File: config.mk
export PLATFORM = sky130hd
export DESIGN_NAME = bit_sliced_predicate_scan
export DESIGN_NICKNAME = d
export VERILOG_FILES = /design/src/rtl/bsps_pkg.sv /design/src/rtl/bit_sliced_predicate_scan.sv /design/src/rtl/bsps_csr.sv /design/src/rtl/bsps_mask_unit.sv
export SDC_FILE = /design/constraint.sdc
export NUM_CORES = 1
export LEC_CHECK = 0
export BUFFER_PORTS_ARGS = -buffer_cell sky130_fd_sc_hd__buf_2
export CAP_MARGIN = 5
export CORE_UTILIZATION = 50
export CTS_BUF_LIST = sky130_fd_sc_hd__clkbuf_16
export CTS_CLUSTER_SIZE = 30
export DETAILED_ROUTE_END_ITERATION = 8
export PLACE_DENSITY = 0.73
export SLEW_MARGIN = 25
export SYNTH_ARGS = -nofsm -noshare
export SYNTH_HDL_FRONTEND = slang
export SYNTH_SLANG_ARGS = --single-unit
File: constraint.sdc
create_clock -name clock -period 14.25 [get_ports clock]
set_input_delay 0.7125 -clock clock [delete_from_list [all_inputs] [get_ports clock]]
set_output_delay 0.7125 -clock clock [all_outputs]
set_load 0.01 [all_outputs]
File: src/rtl/bsps_pkg.sv
package bsps_pkg;

   // Fixed field widths of the channels
   localparam int DATA_W      = 64;
   localparam int LITERAL_W   = 32;
   localparam int LIT_IDX_W   = $clog2(LITERAL_W);
   localparam int KIND_W      = 3;
   localparam int CODE_BITS_W = 6;
   localparam int CSR_INDEX_W = 2;
   localparam int CSR_DATA_W  = 32;

   // Parameter defaults
   localparam int DEF_LANE_COUNT    = 64;
   localparam int DEF_MAX_CODE_BITS = 32;

   // Register indexes
   typedef enum logic [CSR_INDEX_W-1:0] {
      CSR_LITERAL   = 2'd0,
      CSR_KIND      = 2'd1,
      CSR_CODE_BITS = 2'd2
   } csr_index_type;

   // Comparison kinds
   typedef enum logic [KIND_W-1:0] {
      KIND_EQ = 3'd0,
      KIND_NE = 3'd1,
      KIND_LT = 3'd2,
      KIND_LE = 3'd3,
      KIND_GT = 3'd4,
      KIND_GE = 3'd5
   } compare_kind_type;

   // Configuration seen by the scan datapath
   typedef struct packed {
      logic [LITERAL_W-1:0]   literal_value;
      logic [KIND_W-1:0]      compare_kind;
      logic [CODE_BITS_W-1:0] code_bits;
   } csr_type;

endpackage

File: src/rtl/bit_sliced_predicate_scan.sv
// Bit-sliced predicate scan over one segment of LANE_COUNT codes.
//
// Channels: req_ carries one slice word per item, most significant code
// bit first; req_filter_word is sampled only on the first slice of a
// segment. rsp_ returns one match word per segment, after its last slice.
// csr_ writes literal_value, compare_kind and code_bits by index; it is
// always ready. The user must write it only while idle; it is unchecked.
//
// Latency: the match word is valid the cycle after the last slice is
// taken. Throughput: one slice per cycle unless rsp_ stalls, set by the
// single mask-update stage between the mask and output registers.
//
// Reset clears the slice counter and the output valid flag, and restores
// the configuration to literal 0, equal compare, 1-bit codes.
//
// When the receiver stalls, the match word is held and req_ready stays
// low until it is taken, whether or not the next slice ends a segment:
// req_ready = !rsp_valid || rsp_ready.
module bit_sliced_predicate_scan
   import bsps_pkg::*;
#(
   parameter int LANE_COUNT    = DEF_LANE_COUNT,
   parameter int MAX_CODE_BITS = DEF_MAX_CODE_BITS
)(
   input  logic                   clock,
   input  logic                   reset,
   input  logic                   req_valid,
   output logic                   req_ready,
   input  logic [DATA_W-1:0]      req_slice_word,
   input  logic [DATA_W-1:0]      req_filter_word,
   output logic                   rsp_valid,
   input  logic                   rsp_ready,
   output logic [DATA_W-1:0]      rsp_match_word,
   input  logic                   csr_valid,
   output logic                   csr_ready,
   input  logic [CSR_INDEX_W-1:0] csr_index,
   input  logic [CSR_DATA_W-1:0]  csr_wdata
);

   csr_type               csr;
   logic                  accept, done;
   logic [LANE_COUNT-1:0] result;
   logic                  rsp_valid_ff, rsp_valid_in;
   logic [DATA_W-1:0]     rsp_match_word_ff;

   bsps_csr u_csr (
      .clock     (clock),
      .reset     (reset),
      .csr_valid (csr_valid),
      .csr_ready (csr_ready),
      .csr_index (csr_index),
      .csr_wdata (csr_wdata),
      .csr_out   (csr)
   );

   bsps_mask_unit #(
      .LANE_COUNT    (LANE_COUNT),
      .MAX_CODE_BITS (MAX_CODE_BITS)
   ) u_mask (
      .clock  (clock),
      .reset  (reset),
      .accept (accept),
      .slice  (req_slice_word[LANE_COUNT-1:0]),
      .filter (req_filter_word[LANE_COUNT-1:0]),
      .csr    (csr),
      .done   (done),
      .result (result)
   );

   // Output register frees up the same cycle it is drained
   assign req_ready = !rsp_valid_ff || rsp_ready;
   assign accept    = req_valid && req_ready;

   always_comb begin
      if (accept && done)
         rsp_valid_in = 1'b1;
      else if (rsp_ready)
         rsp_valid_in = 1'b0;
      else
         rsp_valid_in = rsp_valid_ff;
   end

   always_ff @(posedge clock) begin
      if (reset) begin
         rsp_valid_ff <= 1'b0;
      end else begin
         rsp_valid_ff <= rsp_valid_in;
      end
   end

   always_ff @(posedge clock) begin
      if (accept && done) begin
         rsp_match_word_ff <= DATA_W'(result);
      end
   end

   assign rsp_valid      = rsp_valid_ff;
   assign rsp_match_word = rsp_match_word_ff;

   a_reset_empty: assert property (@(posedge clock)
      reset |=> !rsp_valid_ff)
      else $error("output valid after reset");

   a_no_overwrite: assert property (@(posedge clock) disable iff (reset)
      (rsp_valid_ff && !rsp_ready) |-> !accept)
      else $error("item taken while result stalled");

   a_result_load: assert property (@(posedge clock) disable iff (reset)
      (accept && done) |=> rsp_valid_ff)
      else $error("segment end gave no result");

endmodule

File: src/rtl/bsps_csr.sv
module bsps_csr
   import bsps_pkg::*;
(
   input  logic                   clock,
   input  logic                   reset,
   input  logic                   csr_valid,
   output logic                   csr_ready,
   input  logic [CSR_INDEX_W-1:0] csr_index,
   input  logic [CSR_DATA_W-1:0]  csr_wdata,
   output csr_type                csr_out
);

   csr_type regs_ff;
   csr_type regs_in;

   assign csr_ready = 1'b1;
   assign csr_out   = regs_ff;

   // Register decode; unknown indexes are dropped
   always_comb begin
      regs_in = regs_ff;
      if (csr_valid) begin
         unique case (csr_index)
            CSR_LITERAL:   regs_in.literal_value = csr_wdata[LITERAL_W-1:0];
            CSR_KIND:      regs_in.compare_kind  = csr_wdata[KIND_W-1:0];
            CSR_CODE_BITS: regs_in.code_bits     = csr_wdata[CODE_BITS_W-1:0];
            default:       regs_in = regs_ff;
         endcase
      end
   end

   always_ff @(posedge clock) begin
      if (reset) begin
         regs_ff.literal_value <= '0;
         regs_ff.compare_kind  <= KIND_EQ;
         regs_ff.code_bits     <= CODE_BITS_W'(1);
      end else begin
         regs_ff <= regs_in;
      end
   end

   a_reset_len: assert property (@(posedge clock)
      reset |=> (regs_ff.code_bits == CODE_BITS_W'(1)))
      else $error("code length not restored by reset");

   a_kind_hold: assert property (@(posedge clock) disable iff (reset)
      !csr_valid |=> $stable(regs_ff))
      else $error("configuration changed without a write");

   a_ready: assert property (@(posedge clock) csr_ready)
      else $error("configuration port not ready");

endmodule

File: src/rtl/bsps_mask_unit.sv
module bsps_mask_unit
   import bsps_pkg::*;
#(
   parameter int LANE_COUNT    = DEF_LANE_COUNT,
   parameter int MAX_CODE_BITS = DEF_MAX_CODE_BITS
)(
   input  logic                  clock,
   input  logic                  reset,
   input  logic                  accept,
   input  logic [LANE_COUNT-1:0] slice,
   input  logic [LANE_COUNT-1:0] filter,
   input  csr_type               csr,
   output logic                  done,
   output logic [LANE_COUNT-1:0] result
);

   localparam int SLICE_W = (MAX_CODE_BITS > 1) ? $clog2(MAX_CODE_BITS) : 1;

   logic [LANE_COUNT-1:0]  equal_ff, equal_in, less_ff, less_in;
   logic [LANE_COUNT-1:0]  greater_ff, greater_in, held_ff, held_in;
   logic [SLICE_W-1:0]     slice_index_ff, slice_index_in;

   logic                   first;
   logic [LANE_COUNT-1:0]  eq_cur, lt_cur, gt_cur, lit_all;
   logic [CODE_BITS_W-1:0] len_eff, idx_ext, idx_next, bit_pos;
   logic                   lit_bit;

   // Effective code length: zero counts as one, saturate at the maximum
   always_comb begin
      if (csr.code_bits == '0)
         len_eff = CODE_BITS_W'(1);
      else if (csr.code_bits > CODE_BITS_W'(MAX_CODE_BITS))
         len_eff = CODE_BITS_W'(MAX_CODE_BITS);
      else
         len_eff = csr.code_bits;
   end

   // First slice of a segment seeds the masks from the filter
   assign first   = (slice_index_ff == '0);
   assign eq_cur  = first ? filter : equal_ff;
   assign lt_cur  = first ? '0 : less_ff;
   assign gt_cur  = first ? '0 : greater_ff;
   assign held_in = first ? filter : held_ff;

   // Literal bit for this slice, MSB first
   assign idx_ext  = CODE_BITS_W'(slice_index_ff);
   assign bit_pos  = len_eff - CODE_BITS_W'(1) - idx_ext;
   assign lit_bit  = (idx_ext < len_eff) && csr.literal_value[bit_pos[LIT_IDX_W-1:0]];
   assign lit_all  = {LANE_COUNT{lit_bit}};

   // Mask update
   assign less_in    = lt_cur | (eq_cur & ~slice & lit_all);
   assign greater_in = gt_cur | (eq_cur & slice & ~lit_all);
   assign equal_in   = eq_cur & ~(slice ^ lit_all);

   // Segment end
   assign idx_next       = idx_ext + CODE_BITS_W'(1);
   assign done           = (idx_next >= len_eff);
   assign slice_index_in = done ? '0 : idx_next[SLICE_W-1:0];

   // Comparison select, gated by the held filter
   always_comb begin
      unique case (csr.compare_kind)
         KIND_EQ: result = equal_in;
         KIND_NE: result = ~equal_in;
         KIND_LT: result = less_in;
         KIND_LE: result = less_in | equal_in;
         KIND_GT: result = greater_in;
         KIND_GE: result = greater_in | equal_in;
         default: result = '0;
      endcase
      result = result & held_in;
   end

   always_ff @(posedge clock) begin
      if (reset) begin
         slice_index_ff <= '0;
      end else if (accept) begin
         slice_index_ff <= slice_index_in;
      end
   end

   // Mask payload; valid once the first slice is taken
   always_ff @(posedge clock) begin
      if (accept) begin
         equal_ff   <= equal_in;
         less_ff    <= less_in;
         greater_ff <= greater_in;
         held_ff    <= held_in;
      end
   end

   a_index_range: assert property (@(posedge clock) disable iff (reset)
      CODE_BITS_W'(slice_index_ff) < CODE_BITS_W'(MAX_CODE_BITS))
      else $error("slice index past maximum code length");

   a_lt_gt_disjoint: assert property (@(posedge clock) disable iff (reset)
      accept |-> ((less_in & greater_in) == '0))
      else $error("lane both less and greater");

   a_eq_disjoint: assert property (@(posedge clock) disable iff (reset)
      accept |-> ((equal_in & (less_in | greater_in)) == '0))
      else $error("equal lane also ordered");

   a_index_wrap: assert property (@(posedge clock) disable iff (reset)
      (accept && done) |=> (slice_index_ff == '0))
      else $error("slice index not cleared at segment end");

endmodule

### Yosys cells after proc, flatten, opt, wreduce, memory -nomap -nowiden

Index checks and enable logic that the tools add are counted.

* $add $sub $neg: 3
* bitwise operators: 15
* reductions and logical operators: 13
* equal/unequal tests: 7
* $lt $le $gt $ge: 4
* muxes and demuxes: 12

Operator list (count)
* 64-bit bitwise AND: 6
* 64-bit one-hot mux with 6 select lines: 1
* 64-bit 2-to-1 mux: 4
* 64-bit NOT: 4
* 64-bit OR: 4
* 64-bit XOR: 1
* 6-bit 2-to-1 mux: 2
* 5-bit by 1-bit adder with 6-bit output, second input constant: 1
* 3-bit by 2-bit equality test with 1-bit output, second input constant: 2
* 3-bit equality test, second input constant: 2
* 6-bit >= comparator: 1
* 6-bit greater-than comparator, second input constant: 1
* 6-bit zero test: 1
* 5-bit by 6-bit < comparator with 1-bit output: 1
* 5-bit by 6-bit < comparator with 1-bit output, second input constant: 1
* 2-bit AND reduction: 3
* 1-bit binary-select mux with 5-bit select: 1
* 5-bit zero test: 1
* 5-bit 2-to-1 mux: 1
* 5-bit by 1-bit subtractor with 5-bit output, second input constant: 1
* 5-bit subtractor: 1
* 3-bit by 1-bit equality test with 1-bit output, second input constant: 1
* 1-bit logical AND: 3
* 3-bit zero test: 1
* other kinds (7): 9

* logic and storage cells: 64
* register bits after elaboration: 367
* bits of input ports: 167

### Logic depth before layout (Yosys ltp)

* word-level depth: 14
* mapped depth: 17
* mapped depth without buffers: 14

### Modules after synthesis

From an unflattened synthesis, not the netlist that was laid out.

* cells, all modules: 2590
* area, all modules: 22830.6 um2

By module, submodules not included
* bsps_mask_unit: instances 1, sequential area each 7787.5 um2, area an instance 19010.7 um2, cells an instance 2347
* bit_sliced_predicate_scan: instances 1, sequential area each 1941.9 um2, area an instance 1989.4 um2, cells an instance 70
* bsps_csr: instances 1, sequential area each 820.8 um2, area an instance 1830.5 um2, cells an instance 173

### Worst setup path before layout

Ideal clock, no wire load.

* kind: input -> register
* start point: input port rsp_ready
* end point: register u_mask.equal_ff[0], enable pin
* data required time: 13641 ps
* library setup time: 609 ps
* arrival time: 6072 ps
* path slack: 7569 ps
* cell stages on the path: 3
* cells stage by stage: nand2b_1 -> nand2_1 -> inv_1

* cells in the longest elaborated chain, start to end: 2

RTL lines
* from (decl): line bit_sliced_predicate_scan.sv:32 `input logic rsp_ready,`
* 1-bit logical OR: line bit_sliced_predicate_scan.sv:71 `assign req_ready = !rsp_valid_ff || rsp_ready;`
* 1-bit logical AND: line bit_sliced_predicate_scan.sv:72 `assign accept = req_valid && req_ready;`
* named net accept: line bit_sliced_predicate_scan.sv:41 `logic accept, done;`
* to (signal assigned): line bsps_mask_unit.sv:86 `equal_ff <= equal_in;`
* to (decl): line bsps_mask_unit.sv:19 `logic [LANE_COUNT-1:0] equal_ff, equal_in, less_ff, less_in;`

The timed path passes the listed nets, and every way through them passes these cells.
A chain may end at the register's enable or synchronous reset.

### Worst setup path after layout

* start point: register u_csr.regs_ff, in the netlist u_csr.csr_out[1]
* end point: register rsp_match_word_ff[33], in the netlist rsp_match_word[33], data pin

* cells in the longest elaborated chain, start to end: 14
* elaborated cells between the ends (all ways): 23
* classes of those cells: add/sub: 2; order compare: 2; mux: 5; bitwise: 12; reduce/logical: 2

RTL lines
* from (decl): line bsps_csr.sv:13 `csr_type regs_ff;`
* from (signal assigned): line bsps_csr.sv:38 `regs_ff <= regs_in;`
* 6-bit greater-than comparator: line bsps_mask_unit.sv:32 `else if (csr.code_bits > CODE_BITS_W'(MAX_CODE_BITS))`
* 6-bit 2-to-1 mux: line bsps_mask_unit.sv:32
* 6-bit 2-to-1 mux *: line bsps_mask_unit.sv:30 `if (csr.code_bits == '0)`
* 5-bit by 1-bit subtractor with 5-bit output: line bsps_mask_unit.sv:47 `assign bit_pos = len_eff - CODE_BITS_W'(1) - idx_ext;`
* 5-bit subtractor: line bsps_mask_unit.sv:47
* 1-bit binary-select mux with 5-bit select: line bsps_mask_unit.sv:48 `assign lit_bit = (idx_ext < len_eff) && csr.literal_value[bit_pos[LIT_IDX_W-1:0]];`
* 1-bit 2-to-1 mux (not written as such): line bsps_mask_unit.sv:48
* 1-bit logical AND *: line bsps_mask_unit.sv:48
* 64-bit NOT / 64-bit XOR (equally long branches): line bsps_mask_unit.sv:53, bsps_mask_unit.sv:54
* 64-bit bitwise AND / 64-bit NOT (equally long branches): line bsps_mask_unit.sv:53, bsps_mask_unit.sv:54
* 64-bit OR / 64-bit bitwise AND (equally long branches): line bsps_mask_unit.sv:53, bsps_mask_unit.sv:54
* 64-bit OR (tied with other cells): line bsps_mask_unit.sv:69 `KIND_GE: result = greater_in | equal_in;`
* 64-bit one-hot mux with 6 select lines *: line bsps_mask_unit.sv:63 `unique case (csr.compare_kind)`
* 64-bit bitwise AND *: line bsps_mask_unit.sv:72 `result = result & held_in;`
* named net result[33]: line bit_sliced_predicate_scan.sv:42 `logic [LANE_COUNT-1:0] result;`
* to (signal assigned): line bit_sliced_predicate_scan.sv:93 `rsp_match_word_ff <= DATA_W'(result);`
* to (decl): line bit_sliced_predicate_scan.sv:44 `logic [DATA_W-1:0] rsp_match_word_ff;`

The timed path passes the listed nets; every way through them passes the cells marked *. The select of a mux whose other input is x is not followed.

==> metrics.md <==
| Metric | Value |
|---|---|
| Initial antenna violation count | 12 |
| Achievable clock frequency | 176 MHz |
| Initial DRT Pass Iterations | 7 |
| CP arrival | 5.98 ns |
| Cells resized by post-CTS repair | 0 |
| Post-detailed-route wirelength per cell | 21.8 um |
| Number of sinks driven by the clock tree | 367 |
| Seq/Total Area, Yosys | 0.459 |
| Total of hold buffers inserted after clock tree synthesis | 0 |
| Average via count per standard cell | 6.68 |
| Smallest setup slack after layout | 8.58 ns |
| Number of core rows | 78 |
| Proportion of power drawn by flip-flops and latches | 0.438 |
| Dominant cell type by area after synthesis | sky130_fd_sc_hd__edfxtp_1 |
| DRC violation count after routing | 0 |
| Number of setup buffers added after CTS | 0 |
| Required time of the critical path | 14.56 ns |
| Register-to-register setup slack | 8.58 ns |
| Clk pwr share | 0.338 |
| Main flop type after synthesis | sky130_fd_sc_hd__edfxtp_1 |
| Final std cell area, no fill | 25,500 um^2 |
| Slew Limit Fails | 0 |
| CTS Root Cell | sky130_fd_sc_hd__clkbuf_16 |
| Vertical die dimension | 216 um |
| Post-layout instance count excluding filler cells | 3,140 |
| Worst min-delay path class | in -> reg |
| # placed instances | 3,050 |
| Width of the chip | 216 um |
| Share of total power consumed by net switching | 0.311 |
| Core Box Area | 45,400 um^2 |
| ANT nets after route | 0 |
| Number of nets produced by synthesis | 2,656 |
| Number of top-level pins | 234 |
| Synth-to-Final Area Change | 11.0% |
| Transition time at the pin with the least slew margin | 1.08 ns |
| Register bit total from synthesis | 367 |
| Number of buffers added by the clock tree synthesis step | 43 |
| Worst setup EP type | flop |
| Post-synth design cell area | 23,000 um^2 |
| Unrepaired setup endpoints after global routing | false |
| Layout cells sized above 1 | 0.137 |
| Gate count of the mapped netlist | 2,471 |
| Worst Path Max Fanout | 91 |
| Maximum clock insertion buffer count | 3 |
| Port bufs | 232 |
| Setup TNS after final layout | 0 ns |
| Total GRT Usage | 0.284 |
| Pre-CTS WS | 7.84 ns |
| Fin crit share | 0.398 |
| Final Critical Period | 5.67 ns |
| Clock tree from TritonCTS | done |
| Worst-skew pair later-pin latency | 0.58 ns |
| CTS HTree Levels | 2 |
| Number of endpoints failing setup at the final stage | 0 |
| Placement Cell Area | 24,100 um^2 |
| Starting DRC count in detailed routing | 2,204 |
| Clock transition at the registers of the reported paths | 0.06 ns |
| Combinational fraction of design power | 0.224 |
| Maximum number of pins on one net before global-route repair | 135 |
| Proportion of synthesized flip-flops having asynchronous set or reset | 0 |
| Number of hold violations in the final report | 0 |
| Residual overflow from global routing | 0 |
| Leakage | 0.0102 uW |
| Internal portion of total power | 2130 uW |
| Cell types occupying the most area after synthesis | sky130_fd_sc_hd__edfxtp_1 (42%), sky130_fd_sc_hd__a21oi_1 (6.5%), sky130_fd_sc_hd__o31ai_1 (4.2%) |
| Final GP Congestion | 0.850 |
| Die ar. | 46,800 um^2 |
| Vias in the first global route | 20,100 |
| Final clock skew | 0.0237 ns |
| Avg Synthesized Cell Area | 9.29 um^2 |
| Number of distinct library cells after synthesis | 52 |
| Vias | 21,000 |
| Wire length of the first global-routing pass | 107,000 um |
| Classification of the worst setup path | reg -> reg |
| Fraction of post-synthesis cell area in the top cell type by area | 0.418 |
| Number of warnings reported in the yosys synthesis log | 0 |
| Minimum hold slack | 0.391 ns |
| Count of flip-flops with a built-in enable after synthesis | 320 |
| Worst voltage drop across the vdd grid | 91.4 uV |
| Result of the run | complete, no violations |
| Final net count | 2,683 |
| Sort of element at the start of the critical path | flop |
| HPWL after DPL | 37,600 um |
| Final wirelength | 68,500 um |
| Power density relative to cell area | 122 nW/um^2 |
| Max-cap check violation count | 0 |
| Initial core utilization | 0.506 |
| Worst-case headroom to the max-slew limit | 0.277 |
| Power dissipated by switching net loads | 965 uW |
[cell type report]
cell class	instances	area [um^2]
multi-input cells	1686	10900
repair buffers	262	1470
diodes	10	25.0
clock buffers	43	1080
well taps	600	751
clock inverters	34	226
flip-flops and latches	367	10600
inverters	138	526
fillers	3984	19900
[flip-flops by register name, indices dropped and copies added (netlist names)]
name,count
rsp_match_word,64
rsp_valid,1
u_csr.csr_out,41
u_mask.equal_ff,64
u_mask.greater_ff,64
u_mask.held_ff,64
u_mask.less_ff,64
u_mask.slice_index_ff,5
[placed cells by master, fill, tap and decap left out, drive strengths merged, types with 2 or more instances in the layout]
cell,netlist,layout
a2111oi,62,62
a21boi,2,2
a21oi,296,296
a41o,62,62
and2,125,125
buf,39,262
bufinv,0,3
clkbuf,241,43
clkinv,0,17
dfxtp,47,47
diode,0,10
edfxtp,320,320
ha,17,17
inv,138,151
mux2,2,2
mux2i,76,76
mux4,9,9
nand2,207,207
nand2b,5,5
nand3,8,8
nand3b,2,2
nor2,144,144
nor2b,2,2
nor3,64,64
nor4,128,128
o211a,65,65
o211ai,62,62
o21a,5,5
o21ai,66,66
o22ai,63,63
o311ai,2,2
o31a,3,3
o31ai,128,128
o41ai,64,64
xnor2,3,3
xor2,3,3
[cells in the mapped netlist, drive strengths merged, types with 3 or more instances]
| master | count |
|---|---|
| edfxtp | 320 |
| a21oi | 296 |
| clkbuf | 241 |
| nand2 | 207 |
| nor2 | 144 |
| inv | 138 |
| nor4 | 128 |
| o31ai | 128 |
| and2 | 125 |
| mux2i | 76 |
| o21ai | 66 |
| o211a | 65 |
| nor3 | 64 |
| o41ai | 64 |
| o22ai | 63 |
| a2111oi | 62 |
| a41o | 62 |
| o211ai | 62 |
| dfxtp | 47 |
| buf | 39 |
| ha | 17 |
| mux4 | 9 |
| nand3 | 8 |
| nand2b | 5 |
| o21a | 5 |
| o31a | 3 |
| xnor2 | 3 |
| xor2 | 3 |
[cell families (layout without fill, tap and decap cells)]
logic type / after synthesis / after routing / share of synthesized area
AO/OA/AOI/OAI: 885 / 885 / 0.268
XOR/XNOR: 6 / 6 / 0.00262
adder cells (fa/ha/maj): 18 / 18 / 0.0101
buffers and inverters: 418 / 477 / 0.0710
flip-flops: 367 / 367 / 0.459
multiplexers: 87 / 87 / 0.0431
other: 1 / 11 / 0.000163
AND/OR/NAND/NOR: 689 / 689 / 0.146
[critical path: stages (launching register included)]
cell	delay, ns
sky130_fd_sc_hd__dfxtp_1	0.33
sky130_fd_sc_hd__nor4_1	0.30
sky130_fd_sc_hd__nor2_1	0.07
sky130_fd_sc_hd__nor2_1	0.21
sky130_fd_sc_hd__ha_1	0.23
sky130_fd_sc_hd__inv_1	0.07
sky130_fd_sc_hd__fa_1	0.44
sky130_fd_sc_hd__xor2_2	0.41
sky130_fd_sc_hd__mux4_1	0.60
sky130_fd_sc_hd__mux2i_1	0.18
sky130_fd_sc_hd__mux4_4	0.70
sky130_fd_sc_hd__buf_4	0.90
sky130_fd_sc_hd__o31ai_1	0.28
sky130_fd_sc_hd__a21oi_1	0.21
sky130_fd_sc_hd__o211ai_1	0.12
sky130_fd_sc_hd__a41o_1	0.26
[power groups by stage]
stage,registers [uW],clock network (uW),logic [uW]
global placement,1380,0,655
floorplan,1390,0,474
detailed placement,1380,0,674
CTS,1360,1070,677
finish,1360,1050,695
global route,1370,1100,755
[path summary, 6_finish.rpt]
kind | from | endpoint | cells past startpoint
min reg2reg | u_csr.csr_out[34] | u_csr.csr_out[34] | 2
max | u_csr.csr_out[1] | rsp_match_word[33] | 15
min | csr_wdata[16] | u_csr.csr_out[25] | 3
max reg2reg | u_csr.csr_out[1] | rsp_match_word[33] | 15
[metal layers]
layer  global-route usage  routed length (um)  vias to the layer above
met4                0.112                1930                        6
met2                0.462               31800                     1158
met5                    0                  33                        -
li1                     -                   -                     9588
met1                0.375               28200                    10100
met3               0.0504                6480                      147
[stage by stage]
step	total power [uW]	utilization
floorplan	1860	-
global route	3220	0.561
detailed placement	2050	0.531
global placement	2030	0.530
finish	3100	0.562
CTS	3100	0.559
No activity file was read; power rests on OpenSTA's default activity.
